$ cat config.mk
export PLATFORM = sky130hd
export DESIGN_NAME = mpeg_stream_sniffer_flat
export DESIGN_NICKNAME = d
export VERILOG_FILES = /design/src/hw/rtl/mss_pkg.sv /design/src/hw/rtl/mss_stream_if.sv /design/src/hw/rtl/mpeg_stream_sniffer.sv /design/src/flat_wrapper.sv
export SDC_FILE = /design/constraint.sdc
export NUM_CORES = 1
export LEC_CHECK = 0
export BUFFER_PORTS_ARGS = -buffer_cell sky130_fd_sc_hd__buf_4
export CORE_ASPECT_RATIO = 1.1
export CORE_MARGIN = 1
export CORE_UTILIZATION = 53
export DETAILED_ROUTE_END_ITERATION = 10
export GPL_TIMING_DRIVEN = 0
export PLACE_DENSITY = 0.69
export SETUP_SLACK_MARGIN = 0.05
export SLEW_MARGIN = 20
export SYNTH_ARGS = -nofsm -noshare
export SYNTH_HDL_FRONTEND = slang
export SYNTH_SLANG_ARGS = --single-unit
$ cat constraint.sdc
create_clock -name clk -period 27.1 [get_ports clk]
set_input_delay 6.775 -clock clk [delete_from_list [all_inputs] [get_ports clk]]
set_output_delay 6.775 -clock clk [all_outputs]
set_load 0.005 [all_outputs]
$ cat src/hw/rtl/mss_pkg.sv
// Package: shared types, codes and default sizes for the MPEG stream sniffer.
`default_nettype none

package mss_pkg;

  localparam int LOOKAHEAD_BYTES_DEF = 40;
  localparam int GARBAGE_LIMIT_DEF   = 1024;
  localparam int POSITION_BITS_DEF   = 36;
  localparam int OFFSET_W            = 36;

  typedef enum logic [2:0] {
    VERDICT_NONE    = 3'd0,
    VERDICT_BAD_ID3 = 3'd1,
    VERDICT_GARBAGE = 3'd2,
    VERDICT_START   = 3'd3,
    VERDICT_MP3     = 3'd4
  } verdict_t;

  typedef struct packed {
    logic [7:0] data_byte;
    logic       is_last;
  } in_word_t;

  typedef struct packed {
    logic [2:0]          verdict;
    logic [OFFSET_W-1:0] decision_offset;
  } out_word_t;

endpackage

`default_nettype wire

$ cat src/hw/rtl/mss_stream_if.sv
// Interface: valid/ready channel that carries one word per handshake.
`default_nettype none

interface mss_stream_if #(
  parameter type word_t = logic
);
  logic  valid;
  logic  ready;
  word_t payload;

  modport source (output valid, output payload, input ready);
  modport sink   (input valid, input payload, output ready);
endinterface

`default_nettype wire

$ cat src/hw/rtl/mpeg_stream_sniffer.sv
// Top level: byte-serial MPEG stream detector (ID3 skip, system start code, layer-III header).
//
//  channel   | dir | word             | handshake
//  ----------+-----+------------------+-------------------------------------------
//  in_chan   | in  | data_byte,is_last| valid && ready, one file byte per word
//  out_chan  | out | verdict,offset   | valid && ready, one word per is_last byte
//
// Flow: one byte is taken every cycle unless a stall holds the input register;
//   each byte is registered in the input register, then the window, counters
//   and verdict update when it advances. The result word of a file is
//   registered in the output register as its last byte advances.
// Reset: synchronous, active low; clears counters, verdict and both valid flags.
// Stalls: only a last byte waiting on a full, unread output register holds the
//   input register; every other byte advances regardless of out_chan.ready.
`default_nettype none

module mpeg_stream_sniffer #(
  parameter int LOOKAHEAD_BYTES = mss_pkg::LOOKAHEAD_BYTES_DEF,
  parameter int GARBAGE_LIMIT   = mss_pkg::GARBAGE_LIMIT_DEF,
  parameter int POSITION_BITS   = mss_pkg::POSITION_BITS_DEF
) (
  input  wire logic   clk,
  input  wire logic   rst_n,
  mss_stream_if.sink   in_chan,
  mss_stream_if.source out_chan
);

  localparam int PB     = POSITION_BITS;
  localparam int MISS_W = $clog2(GARBAGE_LIMIT + 1);
  localparam int OW     = mss_pkg::OFFSET_W;

  // Valid layer-III frame header: sync, version, layer, bitrate, rate, emphasis.
  function automatic logic frame_ok(input logic [31:0] w);
    logic ok;
    ok = 1'b1;
    if ((w & 32'hffe00000) != 32'hffe00000) ok = 1'b0;
    if ((w & 32'h00180000) == 32'h00080000) ok = 1'b0;
    if ((w & 32'h00060000) != 32'h00020000) ok = 1'b0;
    if ((w & 32'h0000f000) == 32'h00000000) ok = 1'b0;
    if ((w & 32'h0000f000) == 32'h0000f000) ok = 1'b0;
    if ((w & 32'h00000c00) == 32'h00000c00) ok = 1'b0;
    if ((w & 32'h00000003) == 32'h00000002) ok = 1'b0;
    return ok;
  endfunction

  // Input register
  logic       in_vld_r;
  logic [7:0] in_byte_r;
  logic       in_last_r;

  // Byte window: dl_r[i] sits LOOKAHEAD_BYTES - i behind the newest byte kept;
  // the oldest one drops out as each new byte shifts in.
  logic [7:0] dl_r [1:LOOKAHEAD_BYTES];
  logic [7:0] win  [0:LOOKAHEAD_BYTES];

  // Scan state
  logic [PB-1:0]     cur_r, cur_nxt;
  logic [PB-1:0]     next_r, next_nxt;
  logic [MISS_W-1:0] miss_r, miss_nxt;
  mss_pkg::verdict_t dec_v_r, dec_v_nxt;
  logic [PB-1:0]     dec_off_r, dec_off_nxt;

  // Output register
  logic              out_vld_r;
  mss_pkg::verdict_t out_verdict_r;
  logic [OW-1:0]     out_off_r;

  logic adv;
  logic in_rdy;

  // Hold the registered byte only when it closes a file and the result slot is busy.
  assign adv    = in_vld_r && !(in_last_r && out_vld_r && !out_chan.ready);
  assign in_rdy = !in_vld_r || adv;
  assign in_chan.ready = in_rdy;

  // Window as it looks once the registered byte has shifted in.
  always_comb begin
    for (int i = 0; i <= LOOKAHEAD_BYTES; i++) begin
      if (i < LOOKAHEAD_BYTES) begin
        win[i] = dl_r[i+1];
      end else begin
        win[i] = in_byte_r;
      end
    end
  end

  logic [31:0]   word;
  logic          is_id3;
  logic          bad_size;
  logic [27:0]   size7;
  logic          is_start;
  logic          is_frame;
  logic [PB-1:0] pos;
  logic          exam_en;
  logic          miss_chk;
  logic [PB+OW-1:0] off_wide;

  assign word     = {win[0], win[1], win[2], win[3]};
  assign is_id3   = (word[31:8] == 24'h494433);
  assign bad_size = win[6][7] | win[7][7] | win[8][7] | win[9][7];
  assign size7    = {win[6][6:0], win[7][6:0], win[8][6:0], win[9][6:0]};
  assign is_start = (word >= 32'h000001b7) && (word <= 32'h000001ef);
  assign is_frame = frame_ok(word);
  assign pos      = cur_r - PB'(LOOKAHEAD_BYTES);
  assign exam_en  = (dec_v_r == mss_pkg::VERDICT_NONE) &&
                    (cur_r >= PB'(LOOKAHEAD_BYTES)) && (pos == next_r);

  always_comb begin
    cur_nxt     = cur_r + PB'(1);
    next_nxt    = next_r;
    miss_nxt    = miss_r;
    dec_v_nxt   = dec_v_r;
    dec_off_nxt = dec_off_r;
    miss_chk    = 1'b0;
    if (exam_en) begin
      priority if (is_id3) begin
        if (bad_size) begin
          dec_v_nxt   = mss_pkg::VERDICT_BAD_ID3;
          dec_off_nxt = pos;
        end else begin
          // skip the tag: size times four plus one
          next_nxt = pos + PB'({size7, 2'b01});
          miss_nxt = MISS_W'(1);
          miss_chk = 1'b1;
        end
      end else if (is_start) begin
        dec_v_nxt   = mss_pkg::VERDICT_START;
        dec_off_nxt = pos;
      end else if (is_frame) begin
        dec_v_nxt   = mss_pkg::VERDICT_MP3;
        dec_off_nxt = pos;
      end else begin
        next_nxt = pos + PB'(1);
        miss_nxt = miss_r + MISS_W'(1);
        miss_chk = 1'b1;
      end
      if (miss_chk && (miss_nxt >= MISS_W'(GARBAGE_LIMIT))) begin
        dec_v_nxt   = mss_pkg::VERDICT_GARBAGE;
        dec_off_nxt = pos;
      end
    end
  end

  assign off_wide = (PB+OW)'(dec_off_nxt);

  // Control state
  always_ff @(posedge clk) begin
    if (!rst_n) begin
      in_vld_r  <= 1'b0;
      out_vld_r <= 1'b0;
      cur_r     <= '0;
      next_r    <= '0;
      miss_r    <= '0;
      dec_v_r   <= mss_pkg::VERDICT_NONE;
      dec_off_r <= '0;
    end else begin
      if (in_rdy) begin
        in_vld_r <= in_chan.valid;
      end
      if (adv && in_last_r) begin
        out_vld_r <= 1'b1;
      end else if (out_vld_r && out_chan.ready) begin
        out_vld_r <= 1'b0;
      end
      if (adv) begin
        if (in_last_r) begin
          // end of file: clear for the next one
          cur_r     <= '0;
          next_r    <= '0;
          miss_r    <= '0;
          dec_v_r   <= mss_pkg::VERDICT_NONE;
          dec_off_r <= '0;
        end else begin
          cur_r     <= cur_nxt;
          next_r    <= next_nxt;
          miss_r    <= miss_nxt;
          dec_v_r   <= dec_v_nxt;
          dec_off_r <= dec_off_nxt;
        end
      end
    end
  end

  // Payload: input word, byte window, result word
  always_ff @(posedge clk) begin
    if (in_chan.valid && in_rdy) begin
      in_byte_r <= in_chan.payload.data_byte;
      in_last_r <= in_chan.payload.is_last;
    end
    if (adv) begin
      for (int i = 1; i <= LOOKAHEAD_BYTES; i++) begin
        dl_r[i] <= win[i];
      end
    end
    if (adv && in_last_r) begin
      out_verdict_r <= dec_v_nxt;
      out_off_r     <= (dec_v_nxt == mss_pkg::VERDICT_NONE) ? '0 : off_wide[OW-1:0];
    end
  end

  assign out_chan.valid                   = out_vld_r;
  assign out_chan.payload.verdict         = out_verdict_r;
  assign out_chan.payload.decision_offset = out_off_r;

  // A decided verdict and its offset hold until the file ends.
  a_verdict_sticky: assert property (@(posedge clk) disable iff (!rst_n)
    (dec_v_r != mss_pkg::VERDICT_NONE) && !(adv && in_last_r)
      |=> (dec_v_r == $past(dec_v_r)) && (dec_off_r == $past(dec_off_r)))
    else $error("decided verdict changed before end of file");

  // Every state counter clears after the last byte of a file.
  a_clear_after_last: assert property (@(posedge clk) disable iff (!rst_n)
    adv && in_last_r |=> (cur_r == '0) && (miss_r == '0) && (next_r == '0) &&
                         (dec_v_r == mss_pkg::VERDICT_NONE))
    else $error("scan state not cleared after last byte");

  // While undecided, the miss count stays under the garbage limit.
  a_miss_bound: assert property (@(posedge clk) disable iff (!rst_n)
    (dec_v_r == mss_pkg::VERDICT_NONE) |-> (miss_r < MISS_W'(GARBAGE_LIMIT)))
    else $error("miss count reached limit without a verdict");

  // A new result only appears after a last byte advanced.
  a_result_from_last: assert property (@(posedge clk) disable iff (!rst_n)
    !$past(out_vld_r) && out_vld_r |-> $past(adv && in_last_r))
    else $error("result word without a last byte");

  // No verdict means no offset.
  a_none_zero_off: assert property (@(posedge clk) disable iff (!rst_n)
    out_vld_r && (out_verdict_r == mss_pkg::VERDICT_NONE) |-> (out_off_r == '0))
    else $error("offset reported without a verdict");

endmodule

`default_nettype wire

$ cat src/flat_wrapper.sv
// flat-port wrapper written by rule: the top's interface ports become plain ports
module mpeg_stream_sniffer_flat 
#(
  parameter int LOOKAHEAD_BYTES = mss_pkg::LOOKAHEAD_BYTES_DEF,
  parameter int GARBAGE_LIMIT   = mss_pkg::GARBAGE_LIMIT_DEF,
  parameter int POSITION_BITS   = mss_pkg::POSITION_BITS_DEF
)
  (clk, rst_n, in_chan_valid, in_chan_payload, in_chan_ready, out_chan_valid, out_chan_payload, out_chan_ready);
  mss_stream_if #(.word_t(mss_pkg::in_word_t)) in_chan_i ();
  mss_stream_if #(.word_t(mss_pkg::out_word_t)) out_chan_i ();
  input  wire logic clk;
  input  wire logic rst_n;
  input wire logic [$bits(in_chan_i.valid)-1:0] in_chan_valid;
  input wire logic [$bits(in_chan_i.payload)-1:0] in_chan_payload;
  output wire logic [$bits(in_chan_i.ready)-1:0] in_chan_ready;
  output wire logic [$bits(out_chan_i.valid)-1:0] out_chan_valid;
  output wire logic [$bits(out_chan_i.payload)-1:0] out_chan_payload;
  input wire logic [$bits(out_chan_i.ready)-1:0] out_chan_ready;
  assign in_chan_i.valid = in_chan_valid;
  assign in_chan_i.payload = in_chan_payload;
  assign in_chan_ready = in_chan_i.ready;
  assign out_chan_valid = out_chan_i.valid;
  assign out_chan_payload = out_chan_i.payload;
  assign out_chan_i.ready = out_chan_ready;
  mpeg_stream_sniffer #(.LOOKAHEAD_BYTES(LOOKAHEAD_BYTES), .GARBAGE_LIMIT(GARBAGE_LIMIT), .POSITION_BITS(POSITION_BITS)) u_core (.clk(clk), .rst_n(rst_n), .in_chan(in_chan_i), .out_chan(out_chan_i));
endmodule
==> results of run 1 <==
[synthesized netlist by cell type (25+ instances only)]
cell type and n:
sky130_fd_sc_hd__inv_1 51, sky130_fd_sc_hd__xor2_1 44, sky130_fd_sc_hd__clkbuf_1 53, sky130_fd_sc_hd__o2bb2ai_1 36, sky130_fd_sc_hd__nand3_1 38, sky130_fd_sc_hd__edfxtp_1 368, sky130_fd_sc_hd__dfxtp_1 124, sky130_fd_sc_hd__nand4_1 34
sky130_fd_sc_hd__a21oi_1 48, sky130_fd_sc_hd__o21ai_0 84, sky130_fd_sc_hd__xnor2_1 68, sky130_fd_sc_hd__nor2_1 100, sky130_fd_sc_hd__nor4_1 25, sky130_fd_sc_hd__nor3_1 31, sky130_fd_sc_hd__and2_1 37, sky130_fd_sc_hd__nand2_1 109
sky130_fd_sc_hd__ha_1 33
[flip-flops by register name, indices dropped and copies added, names as in the netlist]
| signal | flops |
|---|---|
| u_core.cur_r | 36 |
| u_core.dec_off_r | 36 |
| u_core.dec_v_r | 3 |
| u_core.dl_r | 320 |
| u_core.in_byte_r | 8 |
| u_core.in_last_r | 1 |
| u_core.in_vld_r | 1 |
| u_core.miss_r | 11 |
| u_core.next_r | 36 |
| u_core.out_chan.valid | 1 |
| u_core.out_off_r | 36 |
| u_core.out_verdict_r | 3 |
[per-layer routing]
metal / part of all wire [%] / up-vias / GRT usage [%] / routed length (microns)
met4: 4.1 / 2 / 11.0 / 1920
li1: - / 6266 / - / -
met5: 0.091 / - / 0.744 / 43
met3: 4.3 / 99 / 3.29 / 2020
met1: 45 / 6447 / 32.5 / 21100
met2: 47 / 332 / 38.8 / 22100
[worst paths after layout]
kind / start / end / depth (start not counted)
max: out_chan_ready / in_chan_ready / 4
min: u_core.dl_r[0][44]$_DFFE_PP_ / u_core.dl_r[0][36]$_DFFE_PP_ / 0
max reg2reg: u_core.dl_r[0][30]$_DFFE_PP_ / u_core.next_r[20]$_SDFFE_PN0P_ / 17
min reg2reg: u_core.dl_r[0][44]$_DFFE_PP_ / u_core.dl_r[0][36]$_DFFE_PP_ / 0
[logic make-up after synthesis]
| logic type | synth area share [%] |
|---|---|
| AOI/OAI and AO/OA | 10.1 |
| muxes | 0.842 |
| and+or+nand+nor | 13.9 |
| adders and majority gates | 2.00 |
| buffers and inverters | 2.62 |
| DFF | 65.5 |
| xor gates and xnor gates | 4.97 |
[where the power goes]
part,switching [mW],total [mW],internal [mW]
combinational,0.0231,0.0336,0.0105
clock,0.288,0.650,0.362
sequential,0.00900,0.843,0.834
[layout make-up]
cell class	count	area, sq um
multi-input combinational	996	6580
tap	500	626
buffer	77	345
fill	3053	14900
inverter	52	200
timing repair buffer	58	536
clock inverter	24	262
sequential	492	13500
clock buffer	66	1270
[stage by stage]
stage	setup WS (ns)	power, mW	hold slack [ns]
after floorplan	10.67	0.881	0.400
after global placement	6.76	0.899	0.401
after detailed placement	12.80	0.893	0.405
after CTS	12.80	1.54	0.414
after global routing	12.76	1.57	0.414
final	12.80	1.53	0.412
[worst max-delay path: cells and delay by family]
kind / cells / cell delay, ns
AND/OR/NAND/NOR: 2 / 0.50
buffers and inverters: 2 / 0.25
==> flow_metrics.env, run 1 <==
export IMPL_end_kind="primary output"
export IMPL_power_per_cell_area_mw_per_mm2=65.4
export IMPL_h_tree_depth=2
export IMPL_drt_initial_drc_count=884
export IMPL_worst_pin_slew_ns=1.12
export IMPL_crit_chain="buf_4 > nand2b_1 > or2_2 > buf_4"
export IMPL_maxClockFrequency_ghz=0.0699
export IMPL_globalplace_congestion=0.930
export IMPL_layout_cells_most_common="sky130_fd_sc_hd__edfxtp_1"
export IMPL_clock_insertion_delay_worst_skew_ns=0.60
export IMPL_holdCritPathClass="reg -> reg"
export IMPL_post_route_cells_drive_above_1_share_pct=10.1
export IMPL_fin_area_sq_mm=0.0233
export IMPL_cts_resized_gates=0
export IMPL_timing_setup_critical_path_class="in -> out"
export IMPL_syn2layout_area_growth_pct=13.1
export IMPL_synth_avg_cell_area_sq_um=12.8
export IMPL_sequential_fraction_of_the_synthesis_area_pct=65.5
export IMPL_slowest_cp_cell="sky130_fd_sc_hd__or2_2"
export IMPL_detail_route_wl_per_cell_microns=20.8
export IMPL_report_final_slew_viol_count=0
export IMPL_post_drt_via_cell_ratio=5.80
export IMPL_final_hold_violation_count=0
export IMPL_syn_nets=1663
export IMPL_row_count=75
export IMPL_place_area_sq_mm=0.0218
export IMPL_yosysWarningCount=0
export IMPL_run_status="complete, no violations"
export IMPL_drt_wl_total_microns=47200
export IMPL_timing_max_cap_violations=0
export IMPL_finish_net_count=1771
export IMPL_drc=0
export IMPL_cts_hold_buf=0
export IMPL_grt_pass1_wl_microns=72300
export IMPL_yosys_cell_types_count=80
export IMPL_route_antenna_remaining_nets=0
export IMPL_post_layout_nonfiller_instances=2265
export IMPL_fin_crit_sh_pct=52.8
export IMPL_initial_core_util_pct=53.9
export IMPL_synth_top_cells_by_area="sky130_fd_sc_hd__edfxtp_1 54%, sky130_fd_sc_hd__dfxtp_1 12%, sky130_fd_sc_hd__xnor2_1 2.9%, sky130_fd_sc_hd__o21ai_0 2.0%, sky130_fd_sc_hd__ha_1 2.0%"
export IMPL_floorplan_die_width_microns=190
export IMPL_worst_r2r_setup_slack_ns=21.26
export IMPL_post_synth_inst_count=1617
export IMPL_tritoncts="done"
export IMPL_dp_hpwl_microns=33500
export IMPL_critPathRequiredTime_ns=20.32
export IMPL_final_cell_mix="368 x sky130_fd_sc_hd__edfxtp_1, 124 x sky130_fd_sc_hd__dfxtp_1, 109 x sky130_fd_sc_hd__nand2_1"
export IMPL_clk_pin_slew_ns=0.06
export IMPL_setup_worst_path_start_class="input pin"
export IMPL_die_area_sq_mm=0.0398
export IMPL_critical_path_top_cell_by_count="sky130_fd_sc_hd__buf_4"
export IMPL_antenna_violations_before_repair=0
export IMPL_total_leakage_power_nw=8.28
export IMPL_synth_ff_latch_count=492
export IMPL_clock_sink_count=492
export IMPL_slowest_delay_ns=0.33
export IMPL_layout_core_utilization_pct=61.0
export IMPL_fin_setup_tns_ns=0
export IMPL_synth_ff_type="sky130_fd_sc_hd__edfxtp_1"
export IMPL_cts_buffer_depth=3
export IMPL_num_antenna_cells=0
export IMPL_chipHeight_microns=209
export IMPL_io_buffers=53
export IMPL_cts_inserted_buffers=48
export IMPL_clockRootBuffer="sky130_fd_sc_hd__clkbuf_16"
export IMPL_path_max_fanout=3
export IMPL_cp_arrival_ns=7.53
export IMPL_grt_use_total_pct=24.1
export IMPL_slew_limit_headroom_pct=24.6
export IMPL_fin_worst_skew_ns=0.0224
export IMPL_post_cts_setup_buffer_count=0
export IMPL_ios=54
export IMPL_drtPass1Iterations=5
export IMPL_pin_count_of_the_biggest_net_entering_global_routing=94
export IMPL_synth_area_leader_cell="sky130_fd_sc_hd__edfxtp_1"
export IMPL_floorplan_core_area_sq_mm=0.0383
export IMPL_placedCellCount=2175
export IMPL_synthesis_area_sq_mm=0.0206
export IMPL_number_of_global_route_vias_before_repair=12700
export IMPL_via_count=13100
export IMPL_synth_edff_count=368
export IMPL_synth_async_sr_flop_share_pct=0
export IMPL_max_vdd_ir_drop_mv=0.0646
export IMPL_gr_total_overflow=0
export IMPL_unrepaired_setup_endpoints_after_global_routing="no"
export IMPL_setup_viol_count_final=0
export IMPL_final_critical_period_ns=14.30
export IMPL_yosysTopAreaCellShare_pct=53.5
(Power assumes the default switching activity.)
==> run 2: changes to the inputs <==
--- a/config.mk
+++ b/config.mk
@@ -5,6 +5,7 @@
 export SDC_FILE = /design/constraint.sdc
 export NUM_CORES = 1
 export LEC_CHECK = 0
+export ABC_AREA = 1
 export BUFFER_PORTS_ARGS = -buffer_cell sky130_fd_sc_hd__buf_4
 export CORE_ASPECT_RATIO = 1.1
 export CORE_MARGIN = 1
==> constraint.sdc (replaced) <==
create_clock -name clk -period 14.5 [get_ports clk]
set_input_delay 3.625 -clock clk [delete_from_list [all_inputs] [get_ports clk]]
set_output_delay 3.625 -clock clk [all_outputs]
set_load 0.005 [all_outputs]
==> flow_metrics.env, run 2 <==
export IMPL_run_status="complete, no violations"
export IMPL_design_power_total_mw=3.05
export IMPL_detail_route_wl_per_cell_microns=20.1
export IMPL_unrepaired_setup_endpoints_after_global_routing="no"
export IMPL_sequential_fraction_of_the_synthesis_area_pct=58.8
export IMPL_clk_pin_slew_ns=0.06
export IMPL_yosysWarningCount=0
export IMPL_total_leakage_power_nw=10.3
export IMPL_cts_resized_gates=0
export IMPL_cts_inserted_buffers=50
export IMPL_synthesis_area_sq_mm=0.0230
export IMPL_initial_core_util_pct=54.0
export IMPL_gr_total_overflow=0
export IMPL_tritoncts="done"
export IMPL_synth_edff_count=368
export IMPL_fin_setup_tns_ns=0
export IMPL_top_cells_by_instance_count_after_synthesis="505 x sky130_fd_sc_hd__nand2_1, 368 x sky130_fd_sc_hd__edfxtp_1, 297 x sky130_fd_sc_hd__nor2_1"
export IMPL_grt_use_total_pct=29.2
export IMPL_worst_pin_slew_ns=0.961
export IMPL_dp_hpwl_microns=46700
export IMPL_drt_initial_drc_count=1915
export IMPL_critical_path_top_cell_by_count="sky130_fd_sc_hd__buf_4"
export IMPL_setup_ws_ns=6.70
export IMPL_post_drt_via_cell_ratio=5.67
export IMPL_floorplan_die_width_microns=201
export IMPL_h_tree_depth=2
export IMPL_fin_crit_sh_pct=53.8
export IMPL_filler_cell_count=3599
export IMPL_yosysTopAreaCellShare_pct=48.0
export IMPL_route_antenna_remaining_nets=0
export IMPL_synth_avg_cell_area_sq_um=9.18
export IMPL_maxClockFrequency_ghz=0.128
export IMPL_grt_pass1_wl_microns=97900
export IMPL_die_area_sq_mm=0.0443
export IMPL_cp_arrival_ns=4.17
export IMPL_synth_ff_latch_count=492
export IMPL_syn2layout_area_growth_pct=13.0
export IMPL_num_antenna_cells=0
export IMPL_floorplan_core_area_sq_mm=0.0426
export IMPL_globalplace_congestion=0.986
export IMPL_drt_wl_total_microns=64800
export IMPL_path_max_fanout=3
export IMPL_synthMostInstantiatedCell="sky130_fd_sc_hd__nand2_1"
export IMPL_power_per_cell_area_mw_per_mm2=117
export IMPL_finish_net_count=2661
export IMPL_synth_area_leader_cell="sky130_fd_sc_hd__edfxtp_1"
export IMPL_final_cell_mix="505 x sky130_fd_sc_hd__nand2_1, 368 x sky130_fd_sc_hd__edfxtp_1, 297 x sky130_fd_sc_hd__nor2_1"
export IMPL_drtPass1Iterations=8
export IMPL_crit_family="buffers and inverters"
export IMPL_ios=54
export IMPL_timing_max_cap_violations=0
export IMPL_pin_count_of_the_biggest_net_entering_global_routing=95
export IMPL_post_cts_setup_buffer_count=0
export IMPL_cts_buffer_depth=3
export IMPL_slowest_delay_ns=0.18
export IMPL_number_of_global_route_vias_before_repair=17000
export IMPL_pre_cts_slack_ns=6.70
export IMPL_chipHeight_microns=221
export IMPL_clockRootBuffer="sky130_fd_sc_hd__clkbuf_16"
export IMPL_cts_hold_buf=0
export IMPL_setup_viol_count_final=0
export IMPL_post_synth_inst_count=2506
export IMPL_synth_top_cells_by_area="sky130_fd_sc_hd__edfxtp_1 48%, sky130_fd_sc_hd__dfxtp_1 11%, sky130_fd_sc_hd__nand2_1 8.2%, sky130_fd_sc_hd__nand3_1 6.0%, sky130_fd_sc_hd__nor2_1 4.8%"
export IMPL_layout_cells_most_common="sky130_fd_sc_hd__nand2_1"
export IMPL_synth_async_sr_flop_share_pct=0
export IMPL_critPathRequiredTime_ns=10.88
export IMPL_worstPathBufferInverterCount=2
export IMPL_largest_register="u_core.dl_r"
export IMPL_slowest_cp_cell="sky130_fd_sc_hd__buf_4"
export IMPL_row_count=79
export IMPL_post_route_cells_drive_above_1_share_pct=7.87
export IMPL_final_hold_violation_count=0
export IMPL_holdCritPathClass="reg -> reg"
export IMPL_drc=0
export IMPL_clock_insertion_delay_worst_skew_ns=0.61
export IMPL_io_buffers=53
export IMPL_report_final_slew_viol_count=0
export IMPL_max_vdd_ir_drop_mv=0.138
export IMPL_fin_worst_skew_ns=0.0185
export IMPL_crit_chain="buf_4 > nor2_1 > nand3_1 > buf_4"
export IMPL_yosys_cell_types_count=46
export IMPL_slew_limit_headroom_pct=35.7
export IMPL_largest_reg_flops=320
export IMPL_final_critical_period_ns=7.80
export IMPL_timing_setup_critical_path_class="in -> out"
export IMPL_antenna_violations_before_repair=1
export IMPL_end_kind="primary output"
export IMPL_syn_nets=2552
export IMPL_setup_worst_path_start_class="input pin"
export IMPL_synth_ff_type="sky130_fd_sc_hd__edfxtp_1"
export IMPL_clock_sink_count=492
export IMPL_via_count=18300
-- run 2: cell types whose count changed after synthesis, moves of 21 or more --
cell,delta
sky130_fd_sc_hd__nand2_1,+396
sky130_fd_sc_hd__nand3_1,+236
sky130_fd_sc_hd__inv_1,+206
sky130_fd_sc_hd__nor2_1,+197
sky130_fd_sc_hd__a21oi_1,+165
sky130_fd_sc_hd__xnor2_1,-56
sky130_fd_sc_hd__and2_1,-37
sky130_fd_sc_hd__o2bb2ai_1,-36
sky130_fd_sc_hd__xor2_1,-25
sky130_fd_sc_hd__nor2b_1,-23
sky130_fd_sc_hd__a22o_1,-22
sky130_fd_sc_hd__or3_1,-21
-- run 2: power breakdown --
group	internal (mW)	leakage [nW]	switching (mW)
registers	1.56	4.53	0.0201
logic	0.0222	4.92	0.0653
clock network	0.803	0.838	0.573
-- run 2: per-stage QoR --
stage,instances,cell area (sq um),hold WS [ns],util (%)
floorplan,2506,23000,0.400,-
global placement,3126,24100,0.403,56.6
detailed placement,3130,24200,0.405,56.9
CTS,3223,26000,0.409,61.0
global route,3223,26000,0.421,61.0
finish,3223,26000,0.412,61.0
-- run 2: path summary, 6_finish.rpt --
path	from	endpoint	slack (ns)	cells after the start
min reg2reg	u_core.dl_r[0][203]$_DFFE_PP_	u_core.dl_r[0][195]$_DFFE_PP_	0.41	0
max	out_chan_ready	in_chan_ready	6.70	4
min	u_core.dl_r[0][203]$_DFFE_PP_	u_core.dl_r[0][195]$_DFFE_PP_	0.41	0
max reg2reg	u_core.dl_r[0][23]$_DFFE_PP_	u_core.next_r[31]$_SDFFE_PN0P_	8.88	21
-- run 2: cells by family (layout without fill, tap and decap cells) --
family                   Yosys count  count (layout)  share of synthesized area [%]
buffers and inverters            356             506                           6.14
adder cells (fa/ha/maj)           33              33                           1.79
flip-flops                       492             492                           58.8
AND/OR/NAND/NOR                 1216            1216                           23.1
AO/OA/AOI/OAI                    376             376                           8.79
XOR/XNOR                          33              33                           1.38
-- run 2: area by class of cell --
cell class / instances / area [sq um] / area share, %
Sequential cell: 492 / 13500 / 52.1
Multi-Input combinational cell: 1658 / 8070 / 31.0
Clock buffer: 61 / 1320 / 5.09
Inverter: 268 / 1010 / 3.89
Tap cell: 567 / 709 / 2.73
Timing Repair Buffer: 57 / 500 / 1.93
Clock inverter: 32 / 437 / 1.68
Buffer: 88 / 408 / 1.57
-- run 2: per-layer routing --
layer | wire, microns | global-route usage, % | vias to the layer above
met2 | 29700 | 47.6 | 757
li1 | - | - | 8757
met1 | 28100 | 39.6 | 8657
met4 | 2470 | 12.6 | 2
met3 | 4440 | 4.01 | 116
met5 | 13 | 0 | -
